<file path="config.mk">
export PLATFORM = sky130hd
export DESIGN_NAME = ztt_slot_mod
export DESIGN_NICKNAME = d
export VERILOG_FILES = /design/src/rtl/ztt_pkg.sv /design/src/rtl/ztt_slot_mod.sv
export SDC_FILE = /design/constraint.sdc
export NUM_CORES = 1
export LEC_CHECK = 0
export ABC_AREA = 1
export BUFFER_PORTS_ARGS = -buffer_cell sky130_fd_sc_hd__buf_2
export CORE_AREA = 2 2 43 45
export CTS_CLUSTER_DIAMETER = 60
export DETAILED_ROUTE_END_ITERATION = 7
export DIE_AREA = 0 0 45 47
export PLACE_DENSITY = 0.68
export SYNTH_ARGS = -nofsm -noshare
export SYNTH_HDL_FRONTEND = slang
export SYNTH_SLANG_ARGS = --single-unit
</file>
<file path="constraint.sdc">
create_clock -name clk -period 0.8 [get_ports clk]
set_input_delay 0.24 -clock clk [delete_from_list [all_inputs] [get_ports clk]]
set_output_delay 0.24 -clock clk [all_outputs]
set_load 0.01 [all_outputs]
</file>
<file path="src/rtl/ztt_pkg.sv">
// Shared types and constants of the Zobrist-hashed transposition table.
`default_nettype none
package ztt_pkg;

  localparam int FUNC_W  = 2;
  localparam int CELL_W  = 4;
  localparam int KEY_W   = 31;
  localparam int HALF_W  = 32;
  localparam int BOARD_W = 64;
  localparam int DATA_W  = 16;

  typedef enum logic [FUNC_W-1:0] {
    FUNC_KEY_WRITE = 2'd0,
    FUNC_INSERT    = 2'd1,
    FUNC_LOOKUP    = 2'd2,
    FUNC_NONE      = 2'd3
  } func_t;

  typedef struct packed {
    logic               valid;
    logic [BOARD_W-1:0] board;
    logic [DATA_W-1:0]  cost;
    logic [DATA_W-1:0]  bound;
  } entry_t;

endpackage
`default_nettype wire

</file>
<file path="src/rtl/ztt_slot_mod.sv">
// Reduction of the hash to a slot index, modulo the table depth.
`default_nettype none
module ztt_slot_mod
  import ztt_pkg::*;
#(
  parameter int TABLE_ENTRIES = 65536
) (
  input  wire logic                             clk,
  input  wire logic                             rst,
  input  wire logic                             start,
  input  wire logic [KEY_W-1:0]                 hash,
  output logic                                  done,
  output logic [$clog2(TABLE_ENTRIES)-1:0]      slot
);

  localparam int IDX_W = $clog2(TABLE_ENTRIES);

  if ((TABLE_ENTRIES & (TABLE_ENTRIES - 1)) == 0) begin : g_pow2
    // A power-of-two depth keeps the low hash bits.
    always_ff @(posedge clk) begin
      if (rst) begin
        done <= 1'b0;
      end else begin
        done <= start;
      end
      if (start) begin
        slot <= hash[IDX_W-1:0];
      end
    end
  end else begin : g_recip
    // The quotient comes from a scaled reciprocal that is exact for every hash
    // of KEY_W bits. The remainder is below the depth, so only the low index
    // bits of the hash and of quotient times depth are needed.
    localparam int SHIFT_W = KEY_W + IDX_W;
    localparam int PROD_W  = 2 * KEY_W + 1;
    localparam int QUOT_W  = PROD_W - SHIFT_W;
    localparam logic [63:0] RECIP_FULL =
      ((64'd1 << SHIFT_W) + 64'(TABLE_ENTRIES) - 64'd1) / 64'(TABLE_ENTRIES);
    localparam logic [KEY_W:0]   RECIP   = RECIP_FULL[KEY_W:0];
    localparam logic [IDX_W-1:0] MOD_LOW = IDX_W'(TABLE_ENTRIES);

    logic [PROD_W-1:0] prod;
    logic [IDX_W-1:0]  hash_low;
    logic [QUOT_W-1:0] quot;
    logic [IDX_W-1:0]  qm_low;
    logic              stage1;
    logic              stage2;

    assign quot = prod[PROD_W-1:SHIFT_W];

    always_ff @(posedge clk) begin
      if (rst) begin
        stage1 <= 1'b0;
        stage2 <= 1'b0;
        done   <= 1'b0;
      end else begin
        stage1 <= start;
        stage2 <= stage1;
        done   <= stage2;
      end
      if (start) begin
        prod     <= PROD_W'(hash) * PROD_W'(RECIP);
        hash_low <= hash[IDX_W-1:0];
      end
      if (stage1) begin
        qm_low <= quot[IDX_W-1:0] * MOD_LOW;
      end
      if (stage2) begin
        slot <= hash_low - qm_low;
      end
    end
  end

endmodule
`default_nettype wire

</file>
==> impl_results.md <==
* Slew Limit Fails at 0
* CP Data Required Time at about 560 ps
* Reg clk slew, reported paths at 90 ps
* Largest net degree at the start of global routing at 17
* First DRT Iteration DRCs at 2
* Post-synth net total at 53
* Leading cell type in the layout, fill and taps excluded: buf_2
* Setup violators final at 17
* Drt wl/cell at 11.9 um
* Final WS setup at -247 ps
* Max frequency at 955 MHz
* Slew of the pin with the lowest slew margin at a little over 90 ps
* Max cap viols at 0
* Total die area at around 0.0021 sq mm
* Max clock buf depth at 2
* Area added between synthesis and finish at 47.5%
* Slew headroom at 0.939
* Worst vdd ir at 1.24 mV
* Port Buffer Count at 35
* Number of global-route vias before repair at about 340
* Layout cells sized above 1 at 0.678
* DP Area at 727 sq um
* Crit path kind: flip-flop to primary output
* Slowest stage delay, CP at 380 ps
* Ys Warns at 0
* Post-placement cell count at 72
* Lkg Pwr at 0.000335 uW
* Routed Wire Length at 901 um
* Fin crit share at 1.31
* First-pass iteration count of the detailed router at 2
* Grt ovf at 0
* N_diodes at 0
* Initial core utilization at 0.309
* HPWL Detailed at 705 um
* Post-DR vias/cell at 4.25
* Sequential fraction of the synthesis area at 0.980
* Post-Syn Area per Cell at 26.9 sq um
* Post-CTS setup buffer count at 0
* Unrepaired setup endpoints after global routing: yes
* Synth Register Bits at 17
* Failing checks: negative setup slack
* Status: finished, violations left
* CP max FO at 1
* Commonest cells after routing, fill and taps aside: 35 x buf_2, 16 x edfxtp_1, 3 x clkbuf_4
* Core Box Area at 0.00165 sq mm
* Final Wtd Congestion at 0.569
* WP buf/inv at 1
* Fin crit period at around 1000 ps
* Final std cells w/o fill at 76
* Unique masters post-synth at 4
* Total GRT Usage at 0.0959
* Total number of vias at 323
* TritonCTS Sinks at 17
* Data arrival, critical path at 810 ps
* Crit-path leading delay family: flip-flops
* Worst setup endpoint: slot[8]
* Setup crit end kind: primary output
* Residual DRC at 0
* CTS root buf: clkbuf_4
* Tot Pwr at 1660 uW
* CTS Hold Bufs at 0
* TritonCTS clock tree: yes
* Startpoint Class: flip-flop
* Post-route ant nets at 0
* PostCTS Resize Cnt at 0
* Die width at 45 um
* Nets@finish at 94
* Max H-tree Level at 1
* Die Y at 47 um
* Initial antenna violation count at 0
* Hold Path Class: input port to flip-flop
* Crit-path cells: buf_2
* Rows at 15
* Final instance area at 753 sq um
* Crit path depth at 1
* Netlist Area Pre-Place at slightly above 500 sq um
* Ports at 51
* Cell Pwr Density at 2210 mW/mm^2
* Critical-path top delay cell: edfxtp_1
* Final Hold Viols at 0
* Crit path from: slot[8]
* Global-route wire length before repair at 1.32 mm
* CTS Buf Count at 3
* Mapped Cells at 19
[logic make-up (layout without fill, tap and decap cells)]
kind of cell,Yosys count,count (layout),share of synthesized area
DFF,17,17,0.980
and+or+nand+nor,1,1,0.0123
buffers and inverters,1,41,0.00735
[metrics by stage]
step	hold WS, ps	utilization	setup TNS (ps)	worst slack (ps)
after floorplan	307	-	0	166
after global placement	404	0.440	0	3.00
after detailed placement	413	0.440	-118	-7.90
after CTS	96.8	0.456	-4200	-282
after global routing	97.4	0.456	-4610	-305
final	112	0.456	-3790	-247
[area by class of cell]
type	count	area (sq um)
well taps	17	21.3
fillers	156	898
inverters	1	3.75
flip-flops and latches	17	500
multi-input cells	1	6.26
repair buffers	36	195
clock buffers	4	26.3
[synth_stat cells]
cell | count | area [sq um]
nor2_2 | 1 | 6.26
dfxtp_1 | 1 | 20.0
edfxtp_1 | 16 | 480
inv_1 | 1 | 3.75
[worst min path at each step]
stage	startpoint	end	slack, ps	cells past startpoint
after floorplan	rst	done	310	1
after global placement	rst	done	400	2
after detailed placement	rst	done	410	2
after CTS	rst	done	100	2
after global routing	rst	done	100	2
final	rst	done	110	2
[state kept, by name, indices dropped and copies added (netlist names)]
signal	flops
slot	16
done	1
[where the power goes]
| part | switching, uW | internal (uW) | leakage [uW] | total (uW) |
|---|---|---|---|---|
| clock | 238 | 193 | 0.0000150 | 431 |
| sequential | 14.3 | 1050 | 0.000165 | 1060 |
| combinational | 86.9 | 84.5 | 0.000155 | 171 |
| total | 339 | 1320 | 0.000335 | 1660 |
[layer usage]
metal / part of all wire / vias to the layer above / GRT usage
li1: - / 153 / -
met5: 0 / - / 0
met2: 0.50 / 26 / 0.166
met4: 0.0067 / 0 / 0.0882
met3: 0.14 / 2 / 0.0346
met1: 0.35 / 142 / 0.0878
Note: power is estimated with default switching activity, not from simulation.
